File: src/sv/format_directive_parser_unit_macros.svh
// Assertion macros shared by the format directive parser RTL.
// Depends on nothing; users must have clk and rst_n in scope.
`ifndef FORMAT_DIRECTIVE_PARSER_UNIT_MACROS_SVH
`define FORMAT_DIRECTIVE_PARSER_UNIT_MACROS_SVH

// Same-cycle implication, disabled during reset.
`define FDP_ASSERT_NOW(lbl, ante, cons, msg) \
  lbl: assert property (@(posedge clk) disable iff (!rst_n) (ante) |-> (cons)) \
    else $error(msg);

// Next-cycle implication, disabled during reset.
`define FDP_ASSERT_NEXT(lbl, ante, cons, msg) \
  lbl: assert property (@(posedge clk) disable iff (!rst_n) (ante) |=> (cons)) \
    else $error(msg);

`endif

File: src/sv/fdp_pkg.sv
// Package for the format directive parser: byte codes, result codes, phases, types.
// Depends on nothing.
`default_nettype none

package fdp_pkg;

  localparam int NUMBER_WIDTH_DEF = 16;
  localparam int QDEPTH           = 2;   // queue depth, power of two
  localparam int MAX_HOPS         = 6;   // longest chain of phases one byte can pass

  // Byte codes
  localparam logic [7:0] CH_NUL    = 8'h00;
  localparam logic [7:0] CH_SPACE  = 8'h20;
  localparam logic [7:0] CH_HASH   = 8'h23;
  localparam logic [7:0] CH_DOLLAR = 8'h24;
  localparam logic [7:0] CH_PCT    = 8'h25;
  localparam logic [7:0] CH_QUOTE  = 8'h27;
  localparam logic [7:0] CH_STAR   = 8'h2A;
  localparam logic [7:0] CH_PLUS   = 8'h2B;
  localparam logic [7:0] CH_MINUS  = 8'h2D;
  localparam logic [7:0] CH_DOT    = 8'h2E;
  localparam logic [7:0] CH_ZERO   = 8'h30;
  localparam logic [7:0] CH_ONE    = 8'h31;
  localparam logic [7:0] CH_NINE   = 8'h39;
  localparam logic [7:0] CH_UPPER_I = 8'h49;
  localparam logic [7:0] CH_H      = 8'h68;
  localparam logic [7:0] CH_L      = 8'h6C;

  // Result status codes
  localparam logic [2:0] ST_OK      = 3'd0;
  localparam logic [2:0] ST_DUPFLAG = 3'd1;
  localparam logic [2:0] ST_STARPOS = 3'd2;
  localparam logic [2:0] ST_TRUNC   = 3'd3;
  localparam logic [2:0] ST_BADCONV = 3'd4;
  localparam logic [2:0] ST_NOPCT   = 3'd5;

  // Length modifier codes
  localparam logic [3:0] LK_NONE = 4'd0;
  localparam logic [3:0] LK_H    = 4'd1;
  localparam logic [3:0] LK_L    = 4'd2;
  localparam logic [3:0] LK_HH   = 4'd3;
  localparam logic [3:0] LK_LL   = 4'd4;
  localparam logic [3:0] LK_BIGL = 4'd5;
  localparam logic [3:0] LK_J    = 4'd6;
  localparam logic [3:0] LK_Z    = 4'd7;
  localparam logic [3:0] LK_T    = 4'd8;

  // Flag bit positions
  localparam logic [2:0] FB_HASH  = 3'd0;
  localparam logic [2:0] FB_ZERO  = 3'd1;
  localparam logic [2:0] FB_MINUS = 3'd2;
  localparam logic [2:0] FB_PLUS  = 3'd3;
  localparam logic [2:0] FB_SPACE = 3'd4;
  localparam logic [2:0] FB_QUOTE = 3'd5;
  localparam logic [2:0] FB_I     = 3'd6;

  // Mode bit positions
  localparam int MB_POS  = 0;
  localparam int MB_WARG = 1;
  localparam int MB_PARG = 2;

  typedef enum logic [3:0] {
    PH_IDLE, PH_AFTER_PCT, PH_FIRST_NUM, PH_FLAGS,
    PH_WIDTH, PH_WSTAR_START, PH_WSTAR_NUM, PH_WIDTH_NUM,
    PH_DOT, PH_PREC, PH_PSTAR_START, PH_PSTAR_NUM,
    PH_PREC_NUM, PH_LEN, PH_LEN2, PH_CONV
  } phase_t;

  // One classified format byte
  typedef struct packed {
    logic [7:0] code;
    logic       is_zero;
    logic       is_pct;
    logic       is_dollar;
    logic       is_star;
    logic       is_dot;
    logic       is_lead;
    logic       is_digit;
    logic       is_flag;
    logic [2:0] flag_idx;
    logic       is_conv;
    logic       len_valid;
    logic       len_pair;   // h or l: may pair with a second letter
    logic [3:0] len_kind;
  } cls_t;

  // Head of the queue as seen by the back end
  typedef struct packed {
    logic valid;
    cls_t item;
  } qhead_t;

endpackage

`default_nettype wire

File: src/sv/fdp_front.sv
// Front end of the format directive parser: classifies each incoming byte.
// Depends on fdp_pkg.
`default_nettype none

module fdp_front (
  input  wire logic [7:0] char_code,
  output fdp_pkg::cls_t   cls
);
  import fdp_pkg::*;

  always_comb begin
    cls           = '0;
    cls.code      = char_code;
    cls.is_zero   = (char_code == CH_NUL);
    cls.is_pct    = (char_code == CH_PCT);
    cls.is_dollar = (char_code == CH_DOLLAR);
    cls.is_star   = (char_code == CH_STAR);
    cls.is_dot    = (char_code == CH_DOT);
    cls.is_lead   = char_code inside {[CH_ONE:CH_NINE]};
    cls.is_digit  = char_code inside {[CH_ZERO:CH_NINE]};
    cls.is_conv   = char_code inside {"d", "i", "o", "u", "x", "X", "e", "E", "f", "F",
                                      "g", "G", "a", "A", "c", "s", "C", "S", "p", "n",
                                      "m"};

    case (char_code)
      CH_HASH:    begin cls.is_flag = 1'b1; cls.flag_idx = FB_HASH;  end
      CH_ZERO:    begin cls.is_flag = 1'b1; cls.flag_idx = FB_ZERO;  end
      CH_MINUS:   begin cls.is_flag = 1'b1; cls.flag_idx = FB_MINUS; end
      CH_PLUS:    begin cls.is_flag = 1'b1; cls.flag_idx = FB_PLUS;  end
      CH_SPACE:   begin cls.is_flag = 1'b1; cls.flag_idx = FB_SPACE; end
      CH_QUOTE:   begin cls.is_flag = 1'b1; cls.flag_idx = FB_QUOTE; end
      CH_UPPER_I: begin cls.is_flag = 1'b1; cls.flag_idx = FB_I;     end
      default: ;
    endcase

    case (char_code)
      "h":      begin cls.len_valid = 1'b1; cls.len_pair = 1'b1; cls.len_kind = LK_H;    end
      "l":      begin cls.len_valid = 1'b1; cls.len_pair = 1'b1; cls.len_kind = LK_L;    end
      "q":      begin cls.len_valid = 1'b1; cls.len_kind = LK_LL;   end
      "L":      begin cls.len_valid = 1'b1; cls.len_kind = LK_BIGL; end
      "j":      begin cls.len_valid = 1'b1; cls.len_kind = LK_J;    end
      "z", "Z": begin cls.len_valid = 1'b1; cls.len_kind = LK_Z;    end
      "t":      begin cls.len_valid = 1'b1; cls.len_kind = LK_T;    end
      default: ;
    endcase
  end

endmodule

`default_nettype wire

File: src/sv/fdp_queue.sv
// Short register queue of classified bytes between front and back ends.
// Depends on fdp_pkg and format_directive_parser_unit_macros.svh.
`default_nettype none
`include "format_directive_parser_unit_macros.svh"

module fdp_queue (
  input  wire logic          clk,
  input  wire logic          rst_n,
  input  wire logic          push,
  input  fdp_pkg::cls_t      push_item,
  output logic               full,
  input  wire logic          pop,
  output fdp_pkg::qhead_t    head
);
  import fdp_pkg::*;

  localparam int PW = (QDEPTH > 1) ? $clog2(QDEPTH) : 1;
  localparam int CW = $clog2(QDEPTH + 1);

  cls_t          mem_r [QDEPTH];
  logic [PW-1:0] wr_ptr_r, wr_ptr_nxt;
  logic [PW-1:0] rd_ptr_r, rd_ptr_nxt;
  logic [CW-1:0] count_r, count_nxt;

  assign full       = (count_r == CW'(QDEPTH));
  assign head.valid = (count_r != '0);
  assign head.item  = mem_r[rd_ptr_r];

  always_comb begin
    wr_ptr_nxt = push ? wr_ptr_r + 1'b1 : wr_ptr_r;
    rd_ptr_nxt = pop  ? rd_ptr_r + 1'b1 : rd_ptr_r;
    count_nxt  = count_r;
    if (push && !pop) begin
      count_nxt = count_r + 1'b1;
    end else if (pop && !push) begin
      count_nxt = count_r - 1'b1;
    end
  end

  always_ff @(posedge clk) begin
    if (!rst_n) begin
      wr_ptr_r <= '0;
      rd_ptr_r <= '0;
      count_r  <= '0;
    end else begin
      wr_ptr_r <= wr_ptr_nxt;
      rd_ptr_r <= rd_ptr_nxt;
      count_r  <= count_nxt;
    end
  end

  always_ff @(posedge clk) begin
    if (push) begin
      mem_r[wr_ptr_r] <= push_item;
    end
  end

  `FDP_ASSERT_NOW(a_no_push_full, push, count_r != CW'(QDEPTH), "push into full queue")
  `FDP_ASSERT_NOW(a_no_pop_empty, pop, count_r != '0, "pop from empty queue")
  `FDP_ASSERT_NOW(a_count_range, 1'b1, count_r <= CW'(QDEPTH), "queue count out of range")

endmodule

`default_nettype wire

File: src/sv/fdp_back.sv
// Back end of the format directive parser: directive state machine and result register.
// Depends on fdp_pkg and format_directive_parser_unit_macros.svh.
`default_nettype none
`include "format_directive_parser_unit_macros.svh"

module fdp_back #(
  parameter int NUMBER_WIDTH = fdp_pkg::NUMBER_WIDTH_DEF
) (
  input  wire logic        clk,
  input  wire logic        rst_n,
  input  fdp_pkg::qhead_t  head,
  output logic             pop,
  output logic             out_valid,
  input  wire logic        out_ready,
  output logic [2:0]       out_status,
  output logic [7:0]       out_conversion_char,
  output logic [3:0]       out_length_kind,
  output logic [15:0]      out_width_value,
  output logic [15:0]      out_precision_value,
  output logic [15:0]      out_arg_position,
  output logic [6:0]       out_flag_bits,
  output logic             out_positional,
  output logic             out_width_from_arg,
  output logic             out_precision_from_arg
);
  import fdp_pkg::*;

  localparam int NW = NUMBER_WIDTH;
  localparam int SW = (NW > 16) ? NW : 16;

  // Multiply by ten and add a digit, saturating at NW bits.
  function automatic logic [NW-1:0] acc_digit(input logic [NW-1:0] a, input logic [3:0] d);
    logic [NW+3:0] v;
    v = {1'b0, a, 3'b000} + {3'b000, a, 1'b0} + {NW'(0), d};
    return (v[NW+3:NW] != '0) ? {NW{1'b1}} : v[NW-1:0];
  endfunction

  function automatic logic [15:0] sat16(input logic [NW-1:0] v);
    logic [SW-1:0] x;
    x = SW'(v);
    return (x > SW'(17'h0FFFF)) ? 16'hFFFF : x[15:0];
  endfunction

  phase_t        phase_r, phase_nxt;
  logic [NW-1:0] acc_r, acc_nxt;
  logic [6:0]    flags_r, flags_nxt;
  logic [NW-1:0] width_r, width_nxt;
  logic [NW-1:0] prec_r, prec_nxt;
  logic [NW-1:0] pos_r, pos_nxt;
  logic [3:0]    len_r, len_nxt;
  logic [2:0]    mode_r, mode_nxt;
  logic          out_valid_r;

  // Step working variables
  phase_t        ph;
  logic [NW-1:0] acc, wst, pst, pos;
  logic [6:0]    flg;
  logic [3:0]    len;
  logic [2:0]    mode;
  logic          done, emit;
  logic [2:0]    st;
  logic [7:0]    conv;
  logic [NW-1:0] acc_step, lead_val;
  cls_t          c;

  assign c        = head.item;
  assign pop      = head.valid && (!out_valid_r || out_ready);
  assign acc_step = acc_digit(acc_r, c.code[3:0]);
  assign lead_val = NW'(c.code[3:0]);
  assign out_valid = out_valid_r;

  always_comb begin
    ph   = phase_r;
    acc  = acc_r;
    flg  = flags_r;
    wst  = width_r;
    pst  = prec_r;
    pos  = pos_r;
    len  = len_r;
    mode = mode_r;
    done = 1'b0;
    emit = 1'b0;
    st   = ST_OK;
    conv = CH_NUL;
    for (int i = 0; i < MAX_HOPS; i++) begin
      if (!done) begin
        case (ph)
          PH_IDLE: begin
            done = 1'b1;
            if (c.is_pct) begin
              ph = PH_AFTER_PCT;
            end else begin
              emit = 1'b1;
              st   = ST_NOPCT;
            end
          end
          PH_AFTER_PCT: begin
            if (c.is_pct) begin
              done = 1'b1; emit = 1'b1; conv = CH_PCT;
            end else if (c.is_lead) begin
              done = 1'b1; acc = lead_val; ph = PH_FIRST_NUM;
            end else begin
              ph = PH_FLAGS;
            end
          end
          PH_FIRST_NUM: begin
            if (c.is_digit) begin
              done = 1'b1; acc = acc_step;
            end else if (c.is_dollar) begin
              done = 1'b1; pos = acc; mode[MB_POS] = 1'b1; ph = PH_FLAGS;
            end else begin
              wst = acc; ph = PH_DOT;
            end
          end
          PH_FLAGS: begin
            if (c.is_flag) begin
              done = 1'b1;
              if (flg[c.flag_idx]) begin
                emit = 1'b1; st = ST_DUPFLAG;
              end else begin
                flg[c.flag_idx] = 1'b1;
              end
            end else begin
              ph = PH_WIDTH;
            end
          end
          PH_WIDTH: begin
            if (c.is_star) begin
              done = 1'b1;
              mode[MB_WARG] = 1'b1;
              ph = mode[MB_POS] ? PH_WSTAR_START : PH_DOT;
            end else if (c.is_lead) begin
              done = 1'b1; acc = lead_val; ph = PH_WIDTH_NUM;
            end else begin
              ph = PH_DOT;
            end
          end
          PH_WSTAR_START, PH_PSTAR_START: begin
            done = 1'b1;
            if (c.is_lead) begin
              acc = lead_val;
              ph  = (ph == PH_WSTAR_START) ? PH_WSTAR_NUM : PH_PSTAR_NUM;
            end else begin
              emit = 1'b1; st = ST_STARPOS;
            end
          end
          PH_WSTAR_NUM, PH_PSTAR_NUM: begin
            done = 1'b1;
            if (c.is_digit) begin
              acc = acc_step;
            end else if (c.is_dollar) begin
              if (ph == PH_WSTAR_NUM) begin
                wst = acc; ph = PH_DOT;
              end else begin
                pst = acc; ph = PH_LEN;
              end
            end else begin
              emit = 1'b1; st = ST_STARPOS;
            end
          end
          PH_WIDTH_NUM: begin
            if (c.is_digit) begin
              done = 1'b1; acc = acc_step;
            end else begin
              wst = acc; ph = PH_DOT;
            end
          end
          PH_DOT: begin
            if (c.is_dot) begin
              done = 1'b1; ph = PH_PREC;
            end else begin
              ph = PH_LEN;
            end
          end
          PH_PREC: begin
            if (c.is_star) begin
              done = 1'b1;
              mode[MB_PARG] = 1'b1;
              ph = mode[MB_POS] ? PH_PSTAR_START : PH_LEN;
            end else if (c.is_lead) begin
              done = 1'b1; acc = lead_val; ph = PH_PREC_NUM;
            end else begin
              ph = PH_LEN;
            end
          end
          PH_PREC_NUM: begin
            if (c.is_digit) begin
              done = 1'b1; acc = acc_step;
            end else begin
              pst = acc; ph = PH_LEN;
            end
          end
          PH_LEN: begin
            if (c.len_valid) begin
              done = 1'b1;
              len  = c.len_kind;
              ph   = c.len_pair ? PH_LEN2 : PH_CONV;
            end else begin
              ph = PH_CONV;
            end
          end
          PH_LEN2: begin
            if (len == LK_H && c.code == CH_H) begin
              done = 1'b1; len = LK_HH; ph = PH_CONV;
            end else if (len == LK_L && c.code == CH_L) begin
              done = 1'b1; len = LK_LL; ph = PH_CONV;
            end else begin
              ph = PH_CONV;
            end
          end
          PH_CONV: begin
            done = 1'b1;
            emit = 1'b1;
            if (c.is_conv) begin
              conv = c.code;
            end else if (c.is_zero) begin
              st = ST_TRUNC;
            end else begin
              st = ST_BADCONV;
            end
          end
          default: begin
            done = 1'b1; emit = 1'b1; st = ST_BADCONV;
          end
        endcase
      end
    end
    if (!done) begin
      emit = 1'b1;
      st   = ST_BADCONV;
    end

    // Drop the whole directive state once a result goes out
    if (emit) begin
      phase_nxt = PH_IDLE;
      acc_nxt   = '0;
      flags_nxt = '0;
      width_nxt = '0;
      prec_nxt  = '0;
      pos_nxt   = '0;
      len_nxt   = LK_NONE;
      mode_nxt  = '0;
    end else begin
      phase_nxt = ph;
      acc_nxt   = acc;
      flags_nxt = flg;
      width_nxt = wst;
      prec_nxt  = pst;
      pos_nxt   = pos;
      len_nxt   = len;
      mode_nxt  = mode;
    end
  end

  always_ff @(posedge clk) begin
    if (!rst_n) begin
      phase_r     <= PH_IDLE;
      acc_r       <= '0;
      flags_r     <= '0;
      width_r     <= '0;
      prec_r      <= '0;
      pos_r       <= '0;
      len_r       <= LK_NONE;
      mode_r      <= '0;
      out_valid_r <= 1'b0;
    end else begin
      if (pop) begin
        phase_r <= phase_nxt;
        acc_r   <= acc_nxt;
        flags_r <= flags_nxt;
        width_r <= width_nxt;
        prec_r  <= prec_nxt;
        pos_r   <= pos_nxt;
        len_r   <= len_nxt;
        mode_r  <= mode_nxt;
      end
      if (pop && emit) begin
        out_valid_r <= 1'b1;
      end else if (out_ready) begin
        out_valid_r <= 1'b0;
      end
    end
  end

  always_ff @(posedge clk) begin
    if (pop && emit) begin
      out_status          <= st;
      out_conversion_char <= (st == ST_OK) ? conv : CH_NUL;
      if (st == ST_OK && conv != CH_PCT) begin
        out_length_kind        <= len;
        out_width_value        <= sat16(wst);
        out_precision_value    <= sat16(pst);
        out_arg_position       <= sat16(pos);
        out_flag_bits          <= flg;
        out_positional         <= mode[MB_POS];
        out_width_from_arg     <= mode[MB_WARG];
        out_precision_from_arg <= mode[MB_PARG];
      end else begin
        out_length_kind        <= LK_NONE;
        out_width_value        <= '0;
        out_precision_value    <= '0;
        out_arg_position       <= '0;
        out_flag_bits          <= '0;
        out_positional         <= 1'b0;
        out_width_from_arg     <= 1'b0;
        out_precision_from_arg <= 1'b0;
      end
    end
  end

  `FDP_ASSERT_NOW(a_idle_clean, phase_r == PH_IDLE,
    acc_r == '0 && flags_r == '0 && mode_r == '0 && len_r == LK_NONE,
    "stale directive state while idle")
  `FDP_ASSERT_NOW(a_no_overwrite, out_valid_r && !out_ready, !pop,
    "byte consumed while result stalled")
  `FDP_ASSERT_NOW(a_error_zeroed, out_valid_r && out_status != ST_OK,
    out_conversion_char == CH_NUL && out_flag_bits == '0 && out_width_value == '0,
    "error result carries nonzero fields")

endmodule

`default_nettype wire

File: src/sv/format_directive_parser_unit.sv
// Format directive parser: takes one format byte per request, starting at '%', and
// returns one result per directive (or per error). Byte and result are registered.
// Throughput: one byte per cycle unless the result stalls, set by the back-end step
// (phase chain plus one multiply-by-ten accumulate). Reset (rst_n low, sync) empties
// the queue, returns the parser to idle and drops any pending result.
// Depends on fdp_pkg, fdp_front, fdp_queue, fdp_back.
`default_nettype none

module format_directive_parser_unit #(
  parameter int NUMBER_WIDTH = fdp_pkg::NUMBER_WIDTH_DEF
) (
  input  wire logic        clk,
  input  wire logic        rst_n,
  // Byte request channel
  input  wire logic        in_valid,
  output logic             in_ready,
  input  wire logic [7:0]  in_char_code,
  // Result channel
  output logic             out_valid,
  input  wire logic        out_ready,
  output logic [2:0]       out_status,
  output logic [7:0]       out_conversion_char,
  output logic [3:0]       out_length_kind,
  output logic [15:0]      out_width_value,
  output logic [15:0]      out_precision_value,
  output logic [15:0]      out_arg_position,
  output logic [6:0]       out_flag_bits,
  output logic             out_positional,
  output logic             out_width_from_arg,
  output logic             out_precision_from_arg
);
  import fdp_pkg::*;

  cls_t   in_cls;
  qhead_t q_head;
  logic   q_full;
  logic   q_pop;
  logic   q_push;

  // Take a request whenever the queue has room; the back end drains it on its own.
  assign in_ready = !q_full;
  assign q_push   = in_valid && in_ready;

  // Classify the byte on its way into the queue
  fdp_front u_front (
    .char_code (in_char_code),
    .cls       (in_cls)
  );

  // Hold classified bytes so front and back stall independently
  fdp_queue u_queue (
    .clk       (clk),
    .rst_n     (rst_n),
    .push      (q_push),
    .push_item (in_cls),
    .full      (q_full),
    .pop       (q_pop),
    .head      (q_head)
  );

  // Advance the directive state machine and register results
  fdp_back #(
    .NUMBER_WIDTH (NUMBER_WIDTH)
  ) u_back (
    .clk                    (clk),
    .rst_n                  (rst_n),
    .head                   (q_head),
    .pop                    (q_pop),
    .out_valid              (out_valid),
    .out_ready              (out_ready),
    .out_status             (out_status),
    .out_conversion_char    (out_conversion_char),
    .out_length_kind        (out_length_kind),
    .out_width_value        (out_width_value),
    .out_precision_value    (out_precision_value),
    .out_arg_position       (out_arg_position),
    .out_flag_bits          (out_flag_bits),
    .out_positional         (out_positional),
    .out_width_from_arg     (out_width_from_arg),
    .out_precision_from_arg (out_precision_from_arg)
  );

endmodule

`default_nettype wire

File: config.mk
export PLATFORM = sky130hd
export DESIGN_NAME = format_directive_parser_unit
export DESIGN_NICKNAME = d
export VERILOG_FILES = /design/src/sv/fdp_pkg.sv /design/src/sv/fdp_front.sv /design/src/sv/fdp_queue.sv /design/src/sv/fdp_back.sv /design/src/sv/format_directive_parser_unit.sv
export VERILOG_INCLUDE_DIRS = /design/src /design/src/sv
export SDC_FILE = /design/constraint.sdc
export NUM_CORES = 1
export LEC_CHECK = 0
export ABC_AREA = 1
export BUFFER_PORTS_ARGS = -buffer_cell sky130_fd_sc_hd__buf_2
export CORE_MARGIN = 2
export CORE_UTILIZATION = 35
export CTS_BUF_LIST = sky130_fd_sc_hd__clkbuf_8
export DETAILED_ROUTE_END_ITERATION = 6
export PLACE_DENSITY = 0.48
export SYNTH_ARGS = -nofsm -noshare
export SYNTH_HDL_FRONTEND = slang
export SYNTH_HIERARCHICAL = 1
export SYNTH_SLANG_ARGS = --single-unit
File: constraint.sdc
create_clock -name clk -period 14 [get_ports clk]
set_input_delay 3.5 -clock clk [delete_from_list [all_inputs] [get_ports clk]]
set_output_delay 3.5 -clock clk [all_outputs]
set_load 0.02 [all_outputs]
* Word-level counts from Yosys, hierarchy flattened
Memories as Yosys holds them, arrays and structs flattened. A register that Yosys moved wholly into a read port is not among the register bits.
Cells that the tools add are included.
** Cells by class
- Add/sub/neg operators :: 6
- Multipliers :: 0
- Divide/modulo/power cells :: 0
- Magnitude comparators :: 8
- Equal/unequal tests :: 146
- Shift-type cells :: 0
- Muxes and demuxes :: 549
- Bitwise operators :: 6
- Reductions and logical operators :: 78
** Operator list (count)
- two-way mux 16 bit :: 130
- two-way mux 4 bit :: 111
- one-hot mux 16 bit (4 select lines) :: 6
- one-hot mux 4 bit (13 select lines) :: 6
- one-hot mux 16 bit (3 select lines) :: 6
- == test 8 x 7 -> 1 bit (second input constant) :: 32
- two-way mux 3 bit :: 65
- == test 4 bit (second input constant) :: 48
- one-hot mux 16 bit (2 select lines) :: 6
- two-way mux 7 bit :: 24
- two-way mux 1 bit :: 135
- two-way mux 8 bit :: 16
- == test 4 x 3 -> 1 bit (second input constant) :: 24
- one-hot mux 8 bit (2 select lines) :: 6
- one-hot mux 3 bit (5 select lines) :: 6
- == test 8 x 6 -> 1 bit (second input constant) :: 10
- == test 4 x 2 -> 1 bit (second input constant) :: 18
- one-hot mux 4 bit (7 select lines) :: 2
- one-hot mux 1 bit (9 select lines) :: 6
- OR reduction 2 bit :: 26
- == test 4 x 1 -> 1 bit (second input constant) :: 12
- greater-than comparator 16 bit (second input constant) :: 3
- one-hot mux 4 bit (2 select lines) :: 6
- OR 7 bit :: 6
- other kinds (28) :: 83
** Storage, ports and cells
- Register bits after elaboration :: 160
- Latch bits :: 0
- Memory bits (writable) :: 52
- ROM bits :: 0
- Input port bits :: 12
- Word-level logic and storage cells :: 816
- Memories :: 1
** Memory list
- u_queue.mem_r :: depth 2, width 26, rd ports 1, clocked after Yosys merged registers in 1, wr ports 1, line fdp_queue.sv:20 : cls_t mem_r [QDEPTH];

* Logic depth before layout (Yosys ltp)
- Depth in word-level cells :: 41
- Depth in mapped cells :: 46
- Gate-level depth less buffers :: 42

* Cells and area by module
Netlist, hierarchy kept.
** Modules (own cells, without submodules)
- fdp_back :: instances 1, cells each 1795, area an instance 11669.9 µm², sequential area each 3853.7 µm²
- fdp_queue :: instances 1, cells each 116, area an instance 2208.4 µm², sequential area each 1661.6 µm²
- fdp_front :: instances 1, cells each 113, area an instance 523.0 µm², sequential area each 0.0 µm²
- format_directive_parser_unit :: instances 1, cells each 3, area an instance 13.8 µm², sequential area each 0.0 µm²

* Least setup slack after synthesis
Ideal clock, no wire load.
- Path kind :: flip-flop to flip-flop
- From :: register (tool-made name)
- To :: register u_back.out_arg_position[0] (enable)
- Library setup time :: 0.427 ns
- Arrival time :: 5.537 ns
- Required time :: 13.573 ns
- Setup slack :: 8.036 ns
- Stages on the path, launching flop included :: 40
- Clock period less this slack :: 5.964 ns
- Cells stage by stage :: dfxtp_1 buf_6 buf_12 mux2_4 buf_2 inv_2 nand2_2 nand2_1 inv_1 nand2_1 nand2_1 nor2_1 nand3_1 nand2_2 inv_2 nand3_1 nand2_1 nor2_1 (+4 left out) nor2_2 nand2_1 nand2_1 nor3_1 nand3_1 inv_2 nand2_1 nor2_1 nand3_2 nand2_2 inv_4 nand3_2 nand3_1 nor2_1 inv_2 nand3_1 nand2_1 inv_1
** RTL lines
- to (signal assigned) :: line fdp_back.sv:293 : out_arg_position <= sat16(pos);
- to (decl) :: line fdp_back.sv:20 : output logic [15:0] out_arg_position,

==> summary.txt <==
Routing
  • Initial DRT Pass Iterations: 6
  • Vias: 14,000
  • DRC viols: 0
  • Vias/cell: 5.27
  • Drt total wl: 50,400 um
  • DR WL/cell: 19.0 um
  • DR iter-0 viols: 1,204
  • Antenna viol nets, final: 0

Place
  • Post-Place Cells: 2,579
  • IO Port Bufs: 86
  • RD Place Congestion: 0.953
  • Dpl cell area: 15,200 um2
  • Detailed placement HPWL: 38,000 um

Run
  • Max-cap violations: 0

Timing
  • Fin crit share: 57.4%
  • Hold Vio Cnt, Final: 0
  • RSZ-0062 raised after global routing: false
  • Worst slew margin: 27.2%
  • Max Transition Viols Final: 0
  • Fin crit period: 8.03 ns
  • Setup TNS: 0 ns
  • Final setup violation count: 0
  • Actual slew at the worst max-slew pin: 1.09 ns
  • Post-route clock skew: 0.0390 ns
  • Fmax: 125 MHz

Pwr
  • Maximum VDD drop: 0.218 mV
  • PD cells: 220 nW/um2
  • Leakage: 7.07 nW

Clocking
  • Hold Buf Count CTS: 0
  • Root Driver: clkbuf_8
  • PostCTS Resize Cnt: 0
  • CTS max path bufs: 3
  • CTS tree: built
  • Sink Count: 213
  • Setup bufs post-CTS: 0
  • H-tree depth: 2
  • Worst-path clk slew: 0.06 ns
  • CTS buffer count: 40
  • Worst skew pair latency: 0.62 ns

Die
  • Initial Util: 35.4%
  • Die Y: 207 um
  • Io pins: 87
  • Rows: 74
  • Die X: 207 um
  • Core area: 40,700 um2
  • Die area: 42,800 um2

Logic synthesis
  • Sequential fraction of the synthesis area: 38.3%
  • Main synth FF type: edfxtp_1
  • Syn Std Cell Area: 14,400 um2
  • Synth cell types: 54
  • Syn. warnings: 6
  • Mapped Avg Cell Area: 7.11 um2
  • Synth Instances: 2,027
  • Async set or reset register ratio after synthesis: 0%
  • Syn nets: 2,073
  • Post-synth EDFFs: 125
  • Seq cells post-synth: 213

Global routing
  • Antenna violations before repair: 1
  • GRT overflow: 0
  • First-pass GRT wire length: 77,400 um
  • Largest net degree at the start of global routing: 83
  • GRT Total Usage: 23.8%
  • Vias in the first global route: 13,100

Finish
  • Leading cell types in the layout, fill and taps excluded: nand2_1, inv_1, nor2_1, o21ai_0, a21oi_1
  • Commonest non-fill, non-tap cell in the layout: nand2_1
  • Final cell count without fillers: 2,653
  • Area growth syn-to-layout: 10.8%
  • Share of cells above drive strength 1: 13.6%
  • # nets final: 2,135
  • Finished Cell Area: 16,000 um2
  • Fin util: 39.2%
  • Fillers: 4,406
  • # diodes: 0

Setup path
  • CP endpoint kind: flip-flop
  • R2R setup slack: 5.97 ns
  • CP top delay family: simple AND/OR/NAND/NOR gates
  • Setup CP Type: reg -> reg
  • CP Data Required Time: 14.23 ns
  • Worst EP arrival: 8.26 ns
  • Worst path most repeated cell: inv_2
  • Max incr delay on CP: 0.65 ns
  • Critical-path maximum fanout: 67
  • Slowest cell on crit path: buf_4
  • Crit start category: flip-flop
  • Bufs and invs on worst path: 12

Min path
  • Hold Crit Class: reg -> reg

Run status
  • Status: finished clean
## routing by layer
metal	vias to the layer above	share of wire, %	global-route usage (%)
li1	6830	-	-
met1	6532	47	34.1
met2	522	43	36.0
met3	102	7.6	4.73
met4	2	2.9	7.45
met5	-	0.026	0
## worst reg2reg max path, delay by kind of cell (launching register included)
kind            cells  cell delay [ns]
flops               1             0.30
mux                 1             0.64
compound gates      1             0.08
buf+inv            12             2.45
simple gates       20             4.10
## sequential cells by signal, summed over array words and instances (netlist names), named ones only
signal / count
u_back/out_positional: 1
u_queue/wr_ptr_r: 1
u_back/out_valid: 1
u_back/out_precision_from_arg: 1
u_back/prec_r: 16
u_back/phase_r: 4
u_back/out_precision_value: 16
u_back/len_r: 4
u_back/out_status: 3
u_back/out_flag_bits: 7
u_back/width_r: 16
u_back/out_length_kind: 4
u_back/out_width_from_arg: 1
u_back/out_conversion_char: 8
u_queue/mem_r: 52
u_back/out_arg_position: 16
u_queue/rd_ptr_r: 1
u_back/mode_r: 3
u_back/out_width_value: 16
u_back/flags_r: 7
u_queue/count_r: 2
u_back/acc_r: 16
u_back/pos_r: 16
## Yosys cell counts, types with 7 or more instances
cell type	number	area, um2
nand2_1	459	1720
inv_1	262	983
nor2_1	253	950
o21ai_0	156	781
a21oi_1	149	746
edfxtp_1	125	3750
nand3_1	110	551
dfxtp_1	88	1760
clkbuf_1	41	154
inv_2	39	146
nor3_1	35	175
ha_1	32	400
nor2_2	27	169
mux2_4	20	300
nand4_1	19	119
o211ai_1	16	120
a221oi_1	15	131
o21ai_1	14	70.1
buf_2	13	65.1
nand2_2	13	81.3
nand3_2	12	120
o221ai_1	11	96.3
o22ai_1	11	68.8
xor2_1	10	87.6
buf_4	9	67.6
a21boi_0	8	60.1
a31oi_1	8	50.1
buf_6	7	78.8
## power breakdown
group	leakage (nW)	internal [mW]	switching (mW)
Sequential	1.91	0.852	0.0536
Combinational	4.70	0.476	1.52
Clock	0.463	0.335	0.282
## worst paths after layout
kind         cells after the start                       endpoint             start
max                             34  u_back/out_precision_value[6]         flip-flop
max reg2reg                     34  u_back/out_precision_value[6]         flip-flop
min                              2               u_back/pos_r[15]  u_back/pos_r[15]
min reg2reg                      2               u_back/pos_r[15]  u_back/pos_r[15]
## kinds of logic after synthesis
logic type / Yosys count / synth area share (%)
compound gates: 413 / 16.1
fa+ha+maj: 34 / 3.06
mux: 27 / 2.62
simple gates: 949 / 28.3
xor+xnor: 14 / 0.851
buf+inv: 377 / 10.8
flops: 213 / 38.3
## area by class of cell
type	instances	area, um2	area share, %
Timing Repair Buffer	93	483	3.02
Clock buffer	45	619	3.88
Tap cell	532	666	4.17
Inverter	304	1140	7.17
Clock inverter	29	186	1.17
Multi-Input combinational cell	1437	7360	46.1
Sequential cell	213	5520	34.5
## through the flow
step	hold WS (ns)	power, mW	setup WS, ns
after floorplan	0.442	2.38	8.04
after global placement	0.452	2.93	6.19
after detailed placement	0.453	2.90	6.13
after CTS	0.463	3.53	6.11
after global routing	0.475	3.79	5.35
final	0.467	3.52	5.97
Power figures use the tool's default switching activity.
